===== src/mcr_pkg.sv =====
// Shared types and constants of the midpoint circle rasterizer.
package mcr_pkg;

	localparam int COORD_BITS   = 11;
	localparam int STEP_BITS    = 11;
	localparam int DEC_BITS     = 16;
	localparam int RADIUS_BITS  = 10;
	localparam int FRAME_BITS   = 10;
	localparam int COLOR_BITS   = 16;
	localparam int ADDR_BITS    = 20;
	localparam int PT_BITS      = (COORD_BITS > STEP_BITS ? COORD_BITS : STEP_BITS) + 1;
	localparam int PTS_PER_STEP = 8;
	localparam int PT_IDX_BITS  = $clog2(PTS_PER_STEP);
	localparam int QUEUE_DEPTH  = 2;
	localparam int QPTR_BITS    = $clog2(QUEUE_DEPTH);
	localparam int QCNT_BITS    = $clog2(QUEUE_DEPTH + 1);

	localparam logic FUNC_START   = 1'b0;
	localparam logic FUNC_ADVANCE = 1'b1;

	localparam logic REG_FRAME_WIDTH  = 1'b0;
	localparam logic REG_FRAME_HEIGHT = 1'b1;

	localparam logic [FRAME_BITS-1:0] FRAME_RESET = FRAME_BITS'(360);

	localparam logic signed [DEC_BITS-1:0] DEC_INIT     = DEC_BITS'(3);
	localparam logic signed [DEC_BITS-1:0] DEC_INC_EAST = DEC_BITS'(6);
	localparam logic signed [DEC_BITS-1:0] DEC_INC_DIAG = DEC_BITS'(10);

	typedef struct packed {
		logic signed [COORD_BITS-1:0] cx;
		logic signed [COORD_BITS-1:0] cy;
		logic signed [STEP_BITS-1:0]  x;
		logic signed [STEP_BITS-1:0]  y;
		logic [COLOR_BITS-1:0]        color;
		logic                         done;
		logic                         idle;
	} step_rec_t;

	typedef struct packed {
		logic full;
		logic nonempty;
	} queue_status_t;

endpackage


===== src/mcr_front.sv =====
// Front end: accepts items, runs the arc walk and produces one step record per item.
module mcr_front (
	input  logic                                 clk,
	input  logic                                 arst_n,
	input  logic                                 accept,
	input  logic                                 func,
	input  logic signed [mcr_pkg::COORD_BITS-1:0] center_x,
	input  logic signed [mcr_pkg::COORD_BITS-1:0] center_y,
	input  logic [mcr_pkg::RADIUS_BITS-1:0]      radius,
	input  logic [mcr_pkg::COLOR_BITS-1:0]       pixel_color,
	output mcr_pkg::step_rec_t                   rec
);

	logic signed [mcr_pkg::COORD_BITS-1:0] ctr_x_q, ctr_y_q;
	logic [mcr_pkg::COLOR_BITS-1:0]        color_q;
	logic signed [mcr_pkg::STEP_BITS-1:0]  step_x_q, step_y_q;
	logic signed [mcr_pkg::DEC_BITS-1:0]   dec_q;
	logic                                  active_q;

	logic                                  start;
	logic                                  idle;
	logic signed [mcr_pkg::STEP_BITS-1:0]  cur_x, cur_y, nxt_x, nxt_y;
	logic signed [mcr_pkg::DEC_BITS-1:0]   cur_d, nxt_d, x16, y16;
	logic                                  done;

	assign start = (func == mcr_pkg::FUNC_START);
	assign idle  = (func == mcr_pkg::FUNC_ADVANCE) && !active_q;

	always_comb begin
		if (start) begin
			cur_x = '0;
			cur_y = mcr_pkg::STEP_BITS'(radius);
			cur_d = mcr_pkg::DEC_INIT - mcr_pkg::DEC_BITS'({radius, 1'b0});
		end else begin
			cur_x = step_x_q;
			cur_y = step_y_q;
			cur_d = dec_q;
		end
		x16 = mcr_pkg::DEC_BITS'(cur_x);
		y16 = mcr_pkg::DEC_BITS'(cur_y);
		nxt_x = cur_x + mcr_pkg::STEP_BITS'(1);
		if (cur_d[mcr_pkg::DEC_BITS-1]) begin
			nxt_d = cur_d + (x16 <<< 2) + mcr_pkg::DEC_INC_EAST;
			nxt_y = cur_y;
		end else begin
			nxt_d = cur_d + ((x16 - y16) <<< 2) + mcr_pkg::DEC_INC_DIAG;
			nxt_y = cur_y - mcr_pkg::STEP_BITS'(1);
		end
		done = (nxt_x > nxt_y);
	end

	always_comb begin
		rec.cx    = start ? center_x : ctr_x_q;
		rec.cy    = start ? center_y : ctr_y_q;
		rec.x     = cur_x;
		rec.y     = cur_y;
		rec.color = idle ? '0 : (start ? pixel_color : color_q);
		rec.done  = idle ? 1'b1 : done;
		rec.idle  = idle;
	end

	always_ff @(posedge clk or negedge arst_n) begin
		if (!arst_n) begin
			ctr_x_q  <= '0;
			ctr_y_q  <= '0;
			color_q  <= '0;
			step_x_q <= '0;
			step_y_q <= '0;
			dec_q    <= '0;
			active_q <= 1'b0;
		end else if (accept && !idle) begin
			if (start) begin
				ctr_x_q <= center_x;
				ctr_y_q <= center_y;
				color_q <= pixel_color;
			end
			step_x_q <= nxt_x;
			step_y_q <= nxt_y;
			dec_q    <= nxt_d;
			active_q <= !done;
		end
	end

endmodule


===== src/mcr_queue.sv =====
// Short register queue of step records between front and back end.
module mcr_queue (
	input  logic                   clk,
	input  logic                   arst_n,
	input  logic                   push,
	input  mcr_pkg::step_rec_t     push_rec,
	input  logic                   pop,
	output mcr_pkg::step_rec_t     head_rec,
	output mcr_pkg::queue_status_t status
);

	mcr_pkg::step_rec_t                 entry_q [mcr_pkg::QUEUE_DEPTH];
	logic [mcr_pkg::QPTR_BITS-1:0]      wr_ptr_q, rd_ptr_q;
	logic [mcr_pkg::QCNT_BITS-1:0]      count_q;

	localparam logic [mcr_pkg::QPTR_BITS-1:0] LAST_PTR =
		mcr_pkg::QPTR_BITS'(mcr_pkg::QUEUE_DEPTH - 1);

	assign head_rec        = entry_q[rd_ptr_q];
	assign status.full     = (count_q == mcr_pkg::QCNT_BITS'(mcr_pkg::QUEUE_DEPTH));
	assign status.nonempty = (count_q != '0);

	always_ff @(posedge clk) begin
		if (push) begin
			entry_q[wr_ptr_q] <= push_rec;
		end
	end

	always_ff @(posedge clk or negedge arst_n) begin
		if (!arst_n) begin
			wr_ptr_q <= '0;
			rd_ptr_q <= '0;
			count_q  <= '0;
		end else begin
			if (push) begin
				wr_ptr_q <= (wr_ptr_q == LAST_PTR) ? '0 : wr_ptr_q + mcr_pkg::QPTR_BITS'(1);
			end
			if (pop) begin
				rd_ptr_q <= (rd_ptr_q == LAST_PTR) ? '0 : rd_ptr_q + mcr_pkg::QPTR_BITS'(1);
			end
			unique case ({push, pop})
				2'b10:   count_q <= count_q + mcr_pkg::QCNT_BITS'(1);
				2'b01:   count_q <= count_q - mcr_pkg::QCNT_BITS'(1);
				default: count_q <= count_q;
			endcase
		end
	end

endmodule


===== src/mcr_back.sv =====
// Back end: expands each step record into eight clipped, addressed pixels.
module mcr_back (
	input  logic                              clk,
	input  logic                              arst_n,
	input  mcr_pkg::step_rec_t                head_rec,
	input  mcr_pkg::queue_status_t            status,
	output logic                              pop,
	input  logic [mcr_pkg::FRAME_BITS-1:0]    frame_width,
	input  logic [mcr_pkg::FRAME_BITS-1:0]    frame_height,
	output logic                              pix_valid,
	input  logic                              pix_stall,
	output logic [mcr_pkg::FRAME_BITS-1:0]    pixel_x,
	output logic [mcr_pkg::FRAME_BITS-1:0]    pixel_y,
	output logic [mcr_pkg::COLOR_BITS-1:0]    color_out,
	output logic [mcr_pkg::ADDR_BITS-1:0]     pixel_address,
	output logic                              in_frame,
	output logic                              last_of_step,
	output logic                              circle_done
);

	logic [mcr_pkg::PT_IDX_BITS-1:0] k_q;
	logic                            en, issue, last;
	logic signed [mcr_pkg::PT_BITS-1:0] cx, cy, off_a, off_b, px, py;
	logic                            on_frame;

	logic                            vld_s1;
	logic [mcr_pkg::FRAME_BITS-1:0]  px_s1, py_s1;
	logic [mcr_pkg::COLOR_BITS-1:0]  color_s1;
	logic                            in_s1, last_s1, done_s1;

	logic                            vld_s2;
	logic [mcr_pkg::FRAME_BITS-1:0]  px_s2, py_s2;
	logic [mcr_pkg::COLOR_BITS-1:0]  color_s2;
	logic [mcr_pkg::ADDR_BITS-1:0]   addr_s2;
	logic                            in_s2, last_s2, done_s2;

	assign en    = !vld_s2 || !pix_stall;
	assign issue = en && status.nonempty;
	assign last  = (k_q == mcr_pkg::PT_IDX_BITS'(mcr_pkg::PTS_PER_STEP - 1));
	assign pop   = issue && last;

	always_comb begin
		cx    = mcr_pkg::PT_BITS'(head_rec.cx);
		cy    = mcr_pkg::PT_BITS'(head_rec.cy);
		off_a = k_q[2] ? mcr_pkg::PT_BITS'(head_rec.y) : mcr_pkg::PT_BITS'(head_rec.x);
		off_b = k_q[2] ? mcr_pkg::PT_BITS'(head_rec.x) : mcr_pkg::PT_BITS'(head_rec.y);
		px    = k_q[0] ? cx - off_a : cx + off_a;
		py    = k_q[1] ? cy - off_b : cy + off_b;
		on_frame = !head_rec.idle && !px[mcr_pkg::PT_BITS-1] && !py[mcr_pkg::PT_BITS-1]
			&& ($unsigned(px) < mcr_pkg::PT_BITS'(frame_width))
			&& ($unsigned(py) < mcr_pkg::PT_BITS'(frame_height));
	end

	always_ff @(posedge clk or negedge arst_n) begin
		if (!arst_n) begin
			k_q    <= '0;
			vld_s1 <= 1'b0;
			vld_s2 <= 1'b0;
		end else if (en) begin
			if (issue) begin
				k_q <= k_q + mcr_pkg::PT_IDX_BITS'(1);
			end
			vld_s1 <= issue;
			vld_s2 <= vld_s1;
		end
	end

	always_ff @(posedge clk) begin
		if (en) begin
			px_s1    <= on_frame ? px[mcr_pkg::FRAME_BITS-1:0] : '0;
			py_s1    <= on_frame ? py[mcr_pkg::FRAME_BITS-1:0] : '0;
			color_s1 <= head_rec.color;
			in_s1    <= on_frame;
			last_s1  <= last;
			done_s1  <= head_rec.done;

			px_s2    <= px_s1;
			py_s2    <= py_s1;
			color_s2 <= color_s1;
			addr_s2  <= mcr_pkg::ADDR_BITS'(py_s1) * mcr_pkg::ADDR_BITS'(frame_width)
				+ mcr_pkg::ADDR_BITS'(px_s1);
			in_s2    <= in_s1;
			last_s2  <= last_s1;
			done_s2  <= done_s1;
		end
	end

	assign pix_valid     = vld_s2;
	assign pixel_x       = px_s2;
	assign pixel_y       = py_s2;
	assign color_out     = color_s2;
	assign pixel_address = addr_s2;
	assign in_frame      = in_s2;
	assign last_of_step  = last_s2;
	assign circle_done   = done_s2;

endmodule


===== src/midpoint_circle_rasterizer_top.sv =====
// Top level of the midpoint circle rasterizer.
// Item channel (item_valid / item_stall): func 0 starts a circle from center_x,
// center_y, radius and pixel_color; func 1 advances the walk one arc step.
// Every transaction on the item channel yields exactly eight transactions on
// the pixel channel (pix_valid / pix_stall), one octant point each, with the
// eighth marked last_of_step and all eight carrying circle_done for that step.
// Points outside the frame come out with in_frame low and zero coordinates and
// address; an advance with no circle running gives eight such points, done set.
// Frame size is written on the cfg port (index 0 width, 1 height); the user
// must do so only while idle, as the block does not enforce it. Throughput:
// one point per cycle while pixels are not stalled, set by the point sequencer
// of the back end; the front end computes each arc step combinationally, and
// a two-entry step queue lets it take items while points are still draining.
// Reset: no circle running, frame 360 by 360, queue and pipeline empty.
// A stalled pixel holds, the back end freezes, and once the queue is full
// item_stall rises until the back end frees an entry.
module midpoint_circle_rasterizer_top (
	input  logic                                  clk,
	input  logic                                  arst_n,
	input  logic                                  cfg_we,
	input  logic                                  cfg_index,
	input  logic [mcr_pkg::FRAME_BITS-1:0]        cfg_data,
	input  logic                                  item_valid,
	output logic                                  item_stall,
	input  logic                                  func,
	input  logic signed [mcr_pkg::COORD_BITS-1:0] center_x,
	input  logic signed [mcr_pkg::COORD_BITS-1:0] center_y,
	input  logic [mcr_pkg::RADIUS_BITS-1:0]       radius,
	input  logic [mcr_pkg::COLOR_BITS-1:0]        pixel_color,
	output logic                                  pix_valid,
	input  logic                                  pix_stall,
	output logic [mcr_pkg::FRAME_BITS-1:0]        pixel_x,
	output logic [mcr_pkg::FRAME_BITS-1:0]        pixel_y,
	output logic [mcr_pkg::COLOR_BITS-1:0]        color_out,
	output logic [mcr_pkg::ADDR_BITS-1:0]         pixel_address,
	output logic                                  in_frame,
	output logic                                  last_of_step,
	output logic                                  circle_done
);

	logic [mcr_pkg::FRAME_BITS-1:0] frame_width_q, frame_height_q;
	logic                           accept, pop;
	mcr_pkg::step_rec_t             front_rec, head_rec;
	mcr_pkg::queue_status_t         status;

	always_ff @(posedge clk or negedge arst_n) begin
		if (!arst_n) begin
			frame_width_q  <= mcr_pkg::FRAME_RESET;
			frame_height_q <= mcr_pkg::FRAME_RESET;
		end else if (cfg_we) begin
			unique case (cfg_index)
				mcr_pkg::REG_FRAME_WIDTH:  frame_width_q  <= cfg_data;
				mcr_pkg::REG_FRAME_HEIGHT: frame_height_q <= cfg_data;
				default:                   frame_width_q  <= frame_width_q;
			endcase
		end
	end

	assign item_stall = status.full;
	assign accept     = item_valid && !status.full;

	mcr_front u_front (
		.clk         (clk),
		.arst_n      (arst_n),
		.accept      (accept),
		.func        (func),
		.center_x    (center_x),
		.center_y    (center_y),
		.radius      (radius),
		.pixel_color (pixel_color),
		.rec         (front_rec)
	);

	mcr_queue u_queue (
		.clk      (clk),
		.arst_n   (arst_n),
		.push     (accept),
		.push_rec (front_rec),
		.pop      (pop),
		.head_rec (head_rec),
		.status   (status)
	);

	mcr_back u_back (
		.clk           (clk),
		.arst_n        (arst_n),
		.head_rec      (head_rec),
		.status        (status),
		.pop           (pop),
		.frame_width   (frame_width_q),
		.frame_height  (frame_height_q),
		.pix_valid     (pix_valid),
		.pix_stall     (pix_stall),
		.pixel_x       (pixel_x),
		.pixel_y       (pixel_y),
		.color_out     (color_out),
		.pixel_address (pixel_address),
		.in_frame      (in_frame),
		.last_of_step  (last_of_step),
		.circle_done   (circle_done)
	);

endmodule


===== config.mk =====
export PLATFORM = sky130hd
export DESIGN_NAME = midpoint_circle_rasterizer_top
export DESIGN_NICKNAME = d
export VERILOG_FILES = /design/src/mcr_pkg.sv /design/src/mcr_front.sv /design/src/mcr_queue.sv /design/src/mcr_back.sv /design/src/midpoint_circle_rasterizer_top.sv
export SDC_FILE = /design/constraint.sdc
export NUM_CORES = 1
export LEC_CHECK = 0
export ABC_AREA = 1
export ABC_CLOCK_PERIOD_IN_PS = 14600
export BUFFER_PORTS_ARGS = -buffer_cell sky130_fd_sc_hd__buf_4
export CAP_MARGIN = 15
export CORE_MARGIN = 1
export CORE_UTILIZATION = 41
export CTS_CLUSTER_DIAMETER = 40
export CTS_CLUSTER_SIZE = 25
export DETAILED_ROUTE_END_ITERATION = 6
export GPL_ROUTABILITY_DRIVEN = 1
export HOLD_SLACK_MARGIN = 0.08
export PLACE_DENSITY = 0.55
export SLEW_MARGIN = 20
export SYNTH_ARGS = -nofsm -noshare
export SYNTH_HDL_FRONTEND = slang
export SYNTH_HIERARCHICAL = 1
export SYNTH_SLANG_ARGS = --single-unit

===== constraint.sdc =====
create_clock -name clk -period 14.6 [get_ports clk]
set_input_delay 0.73 -clock clk [delete_from_list [all_inputs] [get_ports clk]]
set_output_delay 0.73 -clock clk [all_outputs]
set_load 0.01 [all_outputs]

After elaboration in Yosys (flattened, before gate mapping)
Memory sizes are Yosys's and may differ from the RTL's.
Index checks and enable logic that the tools add are counted.
{ "op_classes": {"addsub": 18, "multipliers": 1, "magnitude_cmp": 3, "n_eq_ne": 4, "muxes": 19, "bitwise_logic": 1, "n_reduce_logical": 24} }
{ "ops": {"columns": ["cell", "count"], "rows": [
  ["16-bit two-way mux", 4],
  ["11-bit two-way mux", 5],
  ["12-bit two-way mux", 4],
  ["11-bit by 12-bit adder with 12-bit output", 2],
  ["12-bit by 10-bit < comparator with 1-bit output", 2],
  ["11-bit by 12-bit subtractor with 12-bit output", 2],
  ["20-bit by 10-bit adder with 20-bit output", 1],
  ["10-bit by 10-bit multiplier with 20-bit output", 1],
  ["16-bit by 13-bit adder with 16-bit output", 1],
  ["16-bit adder", 1],
  ["16-bit by 4-bit adder with 16-bit output (second input constant)", 1],
  ["16-bit by 5-bit adder with 16-bit output (second input constant)", 1],
  ["11-bit by 11-bit subtractor with 12-bit output", 1],
  ["2-bit by 11-bit subtractor with 12-bit output (first input constant)", 1],
  ["11-bit by 2-bit adder with 11-bit output (second input constant)", 1],
  ["11-bit greater-than comparator", 1],
  ["11-bit by 2-bit subtractor with 11-bit output (second input constant)", 1],
  ["1-bit logical AND", 9],
  ["1-bit zero test", 9],
  ["2-bit AND reduction", 3],
  ["1-bit two-way mux", 5],
  ["2-bit == test (second input constant)", 2],
  ["2-bit one-hot mux with 2 select lines", 1],
  ["2-bit nonzero test", 2],
  ["8 further kinds", 9]
]} }
{ "word_totals": {"register_bits": 204, "mem_bits_rw": 124, "in_bits": 65, "out_inout_bits": 61, "mem_count": 1} }
{ "memory_table": {"columns": ["name", "words", "word_bits", "read_ports", "rd_ports_with_merged_regs", "write_ports", "line", "text"], "rows": [
  ["u_queue.entry_q", 2, 62, 1, 0, 1, "mcr_queue.sv:12", "mcr_pkg::step_rec_t entry_q [mcr_pkg::QUEUE_DEPTH];"]
]} }

Depth between registers and ports, before layout
Gate-level depths: netlist (run 1).
An unclocked memory read counts as a cell.
{ "depth": {"depth_word": 9, "mapped_depth": 32} }

Modules after synthesis
The synthesis (run 1) kept the hierarchy.
{ "modules_own_cells": {"columns": ["module", "n_inst", "cells_per_inst", "area_per_inst_um2"], "rows": [
  ["mcr_back", 1, 1083, 9686.8],
  ["mcr_front", 1, 992, 6861.6],
  ["mcr_queue", 1, 348, 4843.4],
  ["midpoint_circle_rasterizer_top", 1, 89, 834.6]
]} }

Least setup slack after synthesis (run 1)
No wires, ideal clock.
{ "synth_path": {"kind": "register -> register", "start": "reg frame_width_q[3] (netlist bit)", "end": "reg u_back.addr_s2, in the netlist u_back/pixel_address[17] (data pin)", "t_arrival_ns": 4.773, "t_required_ns": 14.341, "slack_ns": 9.568, "stages_incl_launch_ff": 21, "n_path_buf": 1, "period_less_slack_ns": 5.032, "cell_sequence": "dfstp_2 -> clkbuf_1 -> nand2_1 -> fa_1 -> inv_1 -> fa_1 -> inv_1 -> fa_1 -> inv_1 -> fa_1 -> inv_1 -> fa_1 -> inv_1 -> ha_1 -> a21oi_1 -> o21ai_0 -> nor2_1 -> o21bai_1 -> inv_1 -> o211ai_1 -> nand2_1"} }
{ "synth_between": {"elab_chain_cells": 2} }
{ "synth_rtl": {"columns": ["item", "line", "text"], "rows": [
  ["start: declaration", "midpoint_circle_rasterizer_top.sv:41", "logic [mcr_pkg::FRAME_BITS-1:0] frame_width_q, frame_height_q;"],
  ["start signal: assignment", "midpoint_circle_rasterizer_top.sv:48", "frame_width_q <= mcr_pkg::FRAME_RESET;"],
  ["start signal: assignment", "midpoint_circle_rasterizer_top.sv:52", "mcr_pkg::REG_FRAME_WIDTH: frame_width_q <= cfg_data;"],
  ["start signal: assignment", "midpoint_circle_rasterizer_top.sv:54", "default: frame_width_q <= frame_width_q;"],
  ["10-bit by 10-bit multiplier with 20-bit output", "mcr_back.sv:80", "addr_s2 <= mcr_pkg::ADDR_BITS'(py_s1) * mcr_pkg::ADDR_BITS'(frame_width)"],
  ["20-bit by 10-bit adder with 20-bit output", "mcr_back.sv:81", "+ mcr_pkg::ADDR_BITS'(px_s1);"],
  ["end signal: assignment", "mcr_back.sv:80", null],
  ["end: declaration", "mcr_back.sv:34", "logic [mcr_pkg::ADDR_BITS-1:0] addr_s2;"]
]} }
Every way passes these cells.
A chain may end at the register's enable or synchronous reset.

==> results of run 1 <==
==> metrics by stage <==
stage / instance area (sq um) / setup WS [ns] / hold WS, ns / total power (W)
floorplan: 22200 / 9.57 / 0.400 / 0.00462
global placement: 23600 / 8.51 / 0.401 / 0.00549
detailed placement: 23600 / 8.37 / 0.407 / 0.00553
CTS: 25400 / 8.37 / 0.204 / 0.00685
global route: 25400 / 7.78 / 0.239 / 0.00748
finish: 25400 / 8.40 / 0.193 / 0.00677
==> logic make-up (layout without fill, tap and decap cells) <==
family	Yosys count	in the layout	share of synthesized area (%)
AO/OA/AOI/OAI	354	354	8.75
XOR/XNOR	86	86	3.39
adder cells (fa/ha/maj)	257	257	17.1
buffers and inverters	551	697	10.3
flip-flops	327	327	41.9
multiplexers	16	16	0.721
AND/OR/NAND/NOR	921	921	17.9
==> layer usage <==
metal	wire, um	up-vias	global-route usage [%]
met3	1840	78	2.80
met4	1450	0	6.36
met1	23800	7648	24.8
li1	-	8269	-
met2	23600	265	31.1
met5	0	-	0
==> placed cells by master (no fill, tap or decap), drive strengths merged, types with 4 or more instances in the layout <==
master,count
nand2,634
inv,485
edfxtp,222
o21ai,218
ha,180
buf,133
nor2,117
nand3,101
dfrtp,97
a21oi,87
fa,77
xor2,62
clkbuf,59
nor3,38
xnor2,24
mux2i,16
nand4,12
or2,11
o21bai,9
a31oi,9
clkinv,9
dfstp,8
bufinv,7
o211ai,5
a21o,5
o31ai,5
clkinvlp,4
o21a,4
==> area by class of cell <==
type                            instances  share of cell area (%)
Clock buffer                           59                    5.34
Clock inverter                         36                    1.85
Inverter                              469                    6.98
Multi-Input combinational cell       1634                    41.9
Sequential cell                       327                    36.6
Tap cell                              688                    3.39
Timing Repair Buffer                  133                    3.93
==> state kept, by name, indices dropped and copies added, names as in the netlist, 2 cells and up <==
name	cells
frame_width_q	10
u_back/py_s1	10
u_front/ctr_y_q	11
u_back/color_s1	16
u_back/px_s1	10
u_back/pixel_x	10
u_front/step_x_q	11
u_front/step_y_q	11
u_queue/count_q	2
u_front/color_q	16
u_back/pixel_y	10
frame_height_q	10
u_back/color_out	16
u_back/pixel_address	20
u_queue/entry_q	124
u_front/ctr_x_q	11
u_front/dec_q	15
u_back/k_q	3
==> report_power, final <==
| part | total, W | internal, W | switching [W] | leakage [nW] |
|---|---|---|---|---|
| combinational | 0.00386 | 0.00140 | 0.00246 | 8.28 |
| clock | 0.00127 | 0.000808 | 0.000467 | 0.888 |
| sequential | 0.00164 | 0.00145 | 0.000194 | 3.49 |
| total | 0.00677 | 0.00366 | 0.00312 | 12.7 |
==> final timing paths <==
check / endpoint
hold reg to reg: u_back/color_out[4]$_DFFE_PN_
setup / recovery: u_back/px_s1[8]$_SDFFCE_PN0N_
hold / removal: u_front/dec_q[4]$_DFFE_PN0P_
max in group asynchronous: u_front/ctr_y_q[4]$_DFFE_PN0P_
setup reg to reg: u_back/px_s1[8]$_SDFFCE_PN0N_
min in group clk: frame_height_q[5]$_DFFE_PN1P_
==> out/metrics.cfg, run 1 <==
[logic_synthesis]
synth_area_leader_cell = edfxtp_1
synth.most_common_cell = nand2_1
seq_area_frac_synth_pct = 41.9
synth_seq_cells = 327
netlist_top_cells_count = nand2_1 (609), inv_1 (463), edfxtp_1 (222)
synth-edff-count = 222
synth_area_sq_mm = 0.0222
yosys_warnings = 6
syn_avg_cell_area_sq_um = 8.85
synth.net_count = 2834
synth.area.top_cells = edfxtp_1 (30%), dfrtp_1 (11%), nand2_1 (10%)
netlist_instances = 2512
synth_cell_types = 57
synthFlopType = edfxtp_1
async_reset_ff_share_pct = 32.1
yosysTopAreaCellShare_pct = 30.0

[global_routing]
grt_max_degree = 80
overflow = 0
grt_pass1_wl_um = 82600
grt_use_total_pct = 18.7
grt_pass1_vias = 15903
grt_antenna_before_repair = 0

[sta]
max_freq_mhz = 161
fin_tns_setup_ns = 0
tightest_slew_ns = 0.942
slew_viol_final = 0
period_share_pct = 42.5
hold_violations = 0
skew_ns = 0.0122
rsz0062_at_grt = no
layout_min_cycle_time_ns = 6.20
setup_viol = 0
relSlewSlack_pct = 36.5

[floorplan]
core_area_sq_mm = 0.0531
initial_core_util_pct = 41.9
num_rows = 84
die_width_um = 235
die_h_um = 235
die-area_sq_mm = 0.0551
ioPinCount = 126

[run_status]
status = finished clean

[clocking]
clk_pin_slew_ns = 0.06
cts_resized = 0
insertion_delay_ns = 0.58
ctsHtreeMaxLevel = 2
root_buffer = clkbuf_16
clk_path_buf_depth = 3
cts_buffers = 51
postCtsHoldBufs = 0
cts_tree = yes
post_cts_buffers = 0
cts_sinks = 327

[power_and_ir_drop]
leakagePower_nw = 12.7
powerDensity_mw_per_mm2 = 267
irDropWorstVdd_v = 0.000130

[drt]
antenna_left = 0
dr.first_iter.drc_count = 900
avgRoutedWirePerCell_um = 15.2
drt-total-wl_um = 50700
vias = 16260
first_pass_iters = 5
drc = 0
via_per_inst = 4.86

[run]
cap_violations = 0

[critical_path]
arrival_ns = 6.60
critPathMostFrequentCell = inv_1
worstRegToRegCells = 25
worstSetupStartpoint = u_queue/rd_ptr_q$_DFFE_PN0P_
crit_path_max_incr_delay_ns = 0.75
cp-end-kind = flop
crit_fanout = 73
critical_path_class = flop to flop
worstReg2RegStart = u_queue/rd_ptr_q$_DFFE_PN0P_
slowest_stage = dfrtp_4
startpoint_type = flop
crit_family = compound AO/OA/AOI/OAI gates
cp.depth = 25
r2r_slack_ns = 8.40
crit_required_ns = 14.99
cp_num_buf_inv = 6

[final_layout]
multiInputGateArea_sq_mm = 0.0106
finalNonFillerCells = 3346
nNetsFinal = 2938
n_antenna_cell = 0
fin_util_pct = 47.9
regArea_sq_mm = 0.00931
area_growth_pct = 14.3
drive_gt1_share_pct = 12.4
fillers = 5027

[place]
port_buffers = 125
dp_hpwl_um = 38100
dp_cells = 3251
gp_congestion = 0.871

[worst_hold_path]
min_path_type = input port to asynchronous set/reset pin

No activity file was read; power rests on OpenSTA's default activity.
==> run 2: changes to the inputs <==
Settings changed: ABC_CLOCK_PERIOD_IN_PS 14600 to 5400, PLACE_DENSITY 0.55 to 0.58.
Clock period 14.6 ns to 5.4 ns, I/O delays scaled along.
==> out/metrics.cfg, run 2 (synthesis results as in run 1) <==
[floorplan]
initial_core_util_pct = 41.9  ; unchanged
ioPinCount = 126  ; unchanged
die_width_um = 235  ; unchanged
die_h_um = 235  ; unchanged
die-area_sq_mm = 0.0551  ; unchanged
core_area_sq_mm = 0.0531  ; unchanged
num_rows = 84  ; unchanged

[drt]
dr.first_iter.drc_count = 857  ; -4.8%
vias = 16714  ; +2.8%
via_per_inst = 4.87  ; +0.22%
avgRoutedWirePerCell_um = 15.2  ; +0.30%
drt-total-wl_um = 52200  ; +2.9%
first_pass_iters = 5  ; unchanged
drc = 0  ; unchanged
antenna_left = 0  ; unchanged

[power_and_ir_drop]
comb_power_share_pct = 57.7  ; +0.7 points
powerDensity_mw_per_mm2 = 702  ; +160%
p_seq_share_pct = 23.9  ; -0.3 points
power_switching_w = 0.00855  ; +170%
leakagePower_nw = 13.0  ; +2.6%
p_clk_share_pct = 18.4  ; -0.4 points
irDropWorstVdd_v = 0.000423  ; +230%
switching_share_pct = 46.6  ; +0.53 points
p_int_w = 0.00981  ; +170%

[critical_path]
crit_fanout = 12  ; -84%
r2r_slack_ns = 0.30  ; -8.10 ns
startpoint_type = flop
critical_path_class = flop to flop
cp-end-kind = flop
crit_required_ns = 5.73  ; -9.26 ns
crit_family = adder cells
regToRegEndpoint = u_back/pixel_address[18]$_DFFE_PN_
cp_num_buf_inv = 3  ; -3
worstRegToRegCells = 16  ; -36%
arrival_ns = 5.43  ; -1.17 ns
crit_path_max_incr_delay_ns = 0.68  ; -0.07 ns
critPathMostFrequentCell = fa_1
path_cells = nand2_1, fa_1, fa_1, inv_1, fa_1, fa_1, inv_1, fa_1, inv_1, ha_1, a21oi_1, a21boi_0, o211ai_1, nand3_1, nand2_1, xor2_1
slowest_stage = dfstp_2
worstReg2RegStart = frame_width_q[6]$_DFFE_PN1P_

[global_routing]
grt_pass1_wl_um = 86500  ; +4.7%
grt_antenna_before_repair = 0  ; unchanged
grt_use_total_pct = 19.4  ; +0.76 points
grt_pass1_vias = 16873  ; +6.1%
grt_max_degree = 75  ; -6.3%
overflow = 0  ; unchanged

[final_layout]
mostFrequentLayoutCell = nand2_1
n_antenna_cell = 0  ; unchanged
fillers = 4956  ; -1.4%
top_register = u_queue/entry_q
largest_reg_flops = 124  ; unchanged
nNetsFinal = 3021  ; +2.8%
area_growth_pct = 17.7
finalNonFillerCells = 3432  ; +2.6%
fin_util_pct = 49.3  ; +1.4 points
final_cell_mix = nand2_1 (607), inv_1 (461), edfxtp_1 (222)
final_cell_area_sq_mm = 0.0262  ; +3.0%
drive_gt1_share_pct = 13.0  ; +0.63 points

[place]
dp_cells = 3272  ; +0.65%
dp_hpwl_um = 39500  ; +3.7%
gp_congestion = 0.925  ; +6.1%
port_buffers = 125  ; unchanged
placed_cell_area_sq_mm = 0.0237  ; +0.67%

[clocking]
cts_tree = yes
ctsHtreeMaxLevel = 2  ; unchanged
cts_sinks = 327  ; unchanged
clk_pin_slew_ns = 0.06  ; about the same
cts_buffers = 53  ; +3.9%
insertion_delay_ns = 0.61  ; +0.03 ns
clk_path_buf_depth = 3  ; unchanged
root_buffer = clkbuf_16

[sta]
hold_violations = 0  ; unchanged
relSlewSlack_pct = 35.7  ; -0.81 points
slew_viol_final = 0  ; unchanged
rsz0062_at_grt = no
fin_tns_setup_ns = 0  ; unchanged
layout_min_cycle_time_ns = 5.10  ; -1.10 ns
skew_ns = 0.0314  ; +0.0191 ns
setup_viol = 0  ; unchanged
tightest_slew_ns = 0.964  ; +0.0221 ns
max_freq_mhz = 196  ; +22%
period_share_pct = 94.4  ; +52 points

[run_status]
status = finished clean

[worst_hold_path]
min_to = u_queue/entry_q[1][58]$_DFFE_PP_
worstHoldPathCells = 3
min_path_type = input port to flop
hold_path_startpoint = center_x[7]

[run]
cap_violations = 0  ; unchanged

## run 2: cell count changes in the layout (fill, tap and decap cells not counted), moves of 2 or more
cell | previous run | this run
clkinv_4 | 3 | 6
clkinv_8 | 2 | 5
dlygate4sd3_1 | 0 | 58
bufinv_16 | 7 | 2
clkinv_1 | 1 | 3
buf_4 | 133 | 156
## run 2: worst min-delay path, delay by kind of cell
kind | cells | cell delay, ns
AOI/OAI and AO/OA | 1 | 0.16
buffers and inverters | 1 | 0.08
and+or+nand+nor | 1 | 0.04
## run 2: final cells by class
| class | instances | area, sq um | share of cell area, % |
|---|---|---|---|
| well taps | 688 | 861 | 3.29 |
| flip-flops and latches | 327 | 9310 | 35.6 |
| inverters | 469 | 1770 | 6.78 |
| clock inverters | 41 | 445 | 1.70 |
| clock buffers | 59 | 1380 | 5.27 |
| multi-input cells | 1634 | 10600 | 40.7 |
| repair buffers | 214 | 1750 | 6.69 |
## run 2: worst max-delay path by stage
| stage | cells after the start | to | startpoint | slack, ns |
|---|---|---|---|---|
| finish | 16 | u_back/pixel_address[18]$_DFFE_PN_ | frame_width_q[6]$_DFFE_PN1P_ | 0.30 |
| global route | 19 | u_back/pixel_address[17]$_DFFE_PN_ | frame_width_q[1]$_DFFE_PN0P_ | 0.005 |
| CTS | 20 | u_back/pixel_address[17]$_DFFE_PN_ | frame_width_q[3]$_DFFE_PN1P_ | 0.23 |
| detailed placement | 17 | u_back/pixel_address[17]$_DFFE_PN_ | frame_width_q[5]$_DFFE_PN1P_ | 0.23 |
| global placement | 20 | u_back/pixel_address[17]$_DFFE_PN_ | frame_width_q[3]$_DFFE_PN1P_ | 0.32 |
| floorplan | 20 | u_back/pixel_address[17]$_DFFE_PN_ | frame_width_q[3]$_DFFE_PN1P_ | 0.37 |
## run 2: power groups by stage
stage / Clock, W / Combinational [W] / Sequential (W)
after floorplan: 0 / 0.00818 / 0.00431
after global placement: 0 / 0.0104 / 0.00443
after detailed placement: 0 / 0.0106 / 0.00446
after CTS: 0.00345 / 0.0107 / 0.00441
after global routing: 0.00356 / 0.0122 / 0.00450
final: 0.00338 / 0.0106 / 0.00439
## run 2: through the flow
stage	hold slack (ns)	power [W]	setup slack, ns
detailed placement	0.123	0.0150	0.232
floorplan	-0.0256	0.0125	0.368
CTS	0.0842	0.0186	0.233
finish	0.104	0.0184	0.301
global placement	0.125	0.0148	0.322
global route	0.115	0.0203	0.00482
## run 2: what timing repair did
action / in CTS / in global routing
buffers inserted: 0 / 2
hold endpoints to repair: 152 / 0
gates resized for setup: 0 / 2
endpoints found under the setup margin: 0 / 2
hold buffers: 58 / 0
## run 2: metal layers
| layer | vias up | global-route usage (%) | wire length [um] |
|---|---|---|---|
| li1 | 8454 | - | - |
| met1 | 7848 | 24.9 | 23300 |
| met2 | 317 | 33.7 | 25600 |
| met3 | 95 | 2.96 | 1980 |
| met4 | 0 | 5.92 | 1340 |
| met5 | - | 0 | 0 |
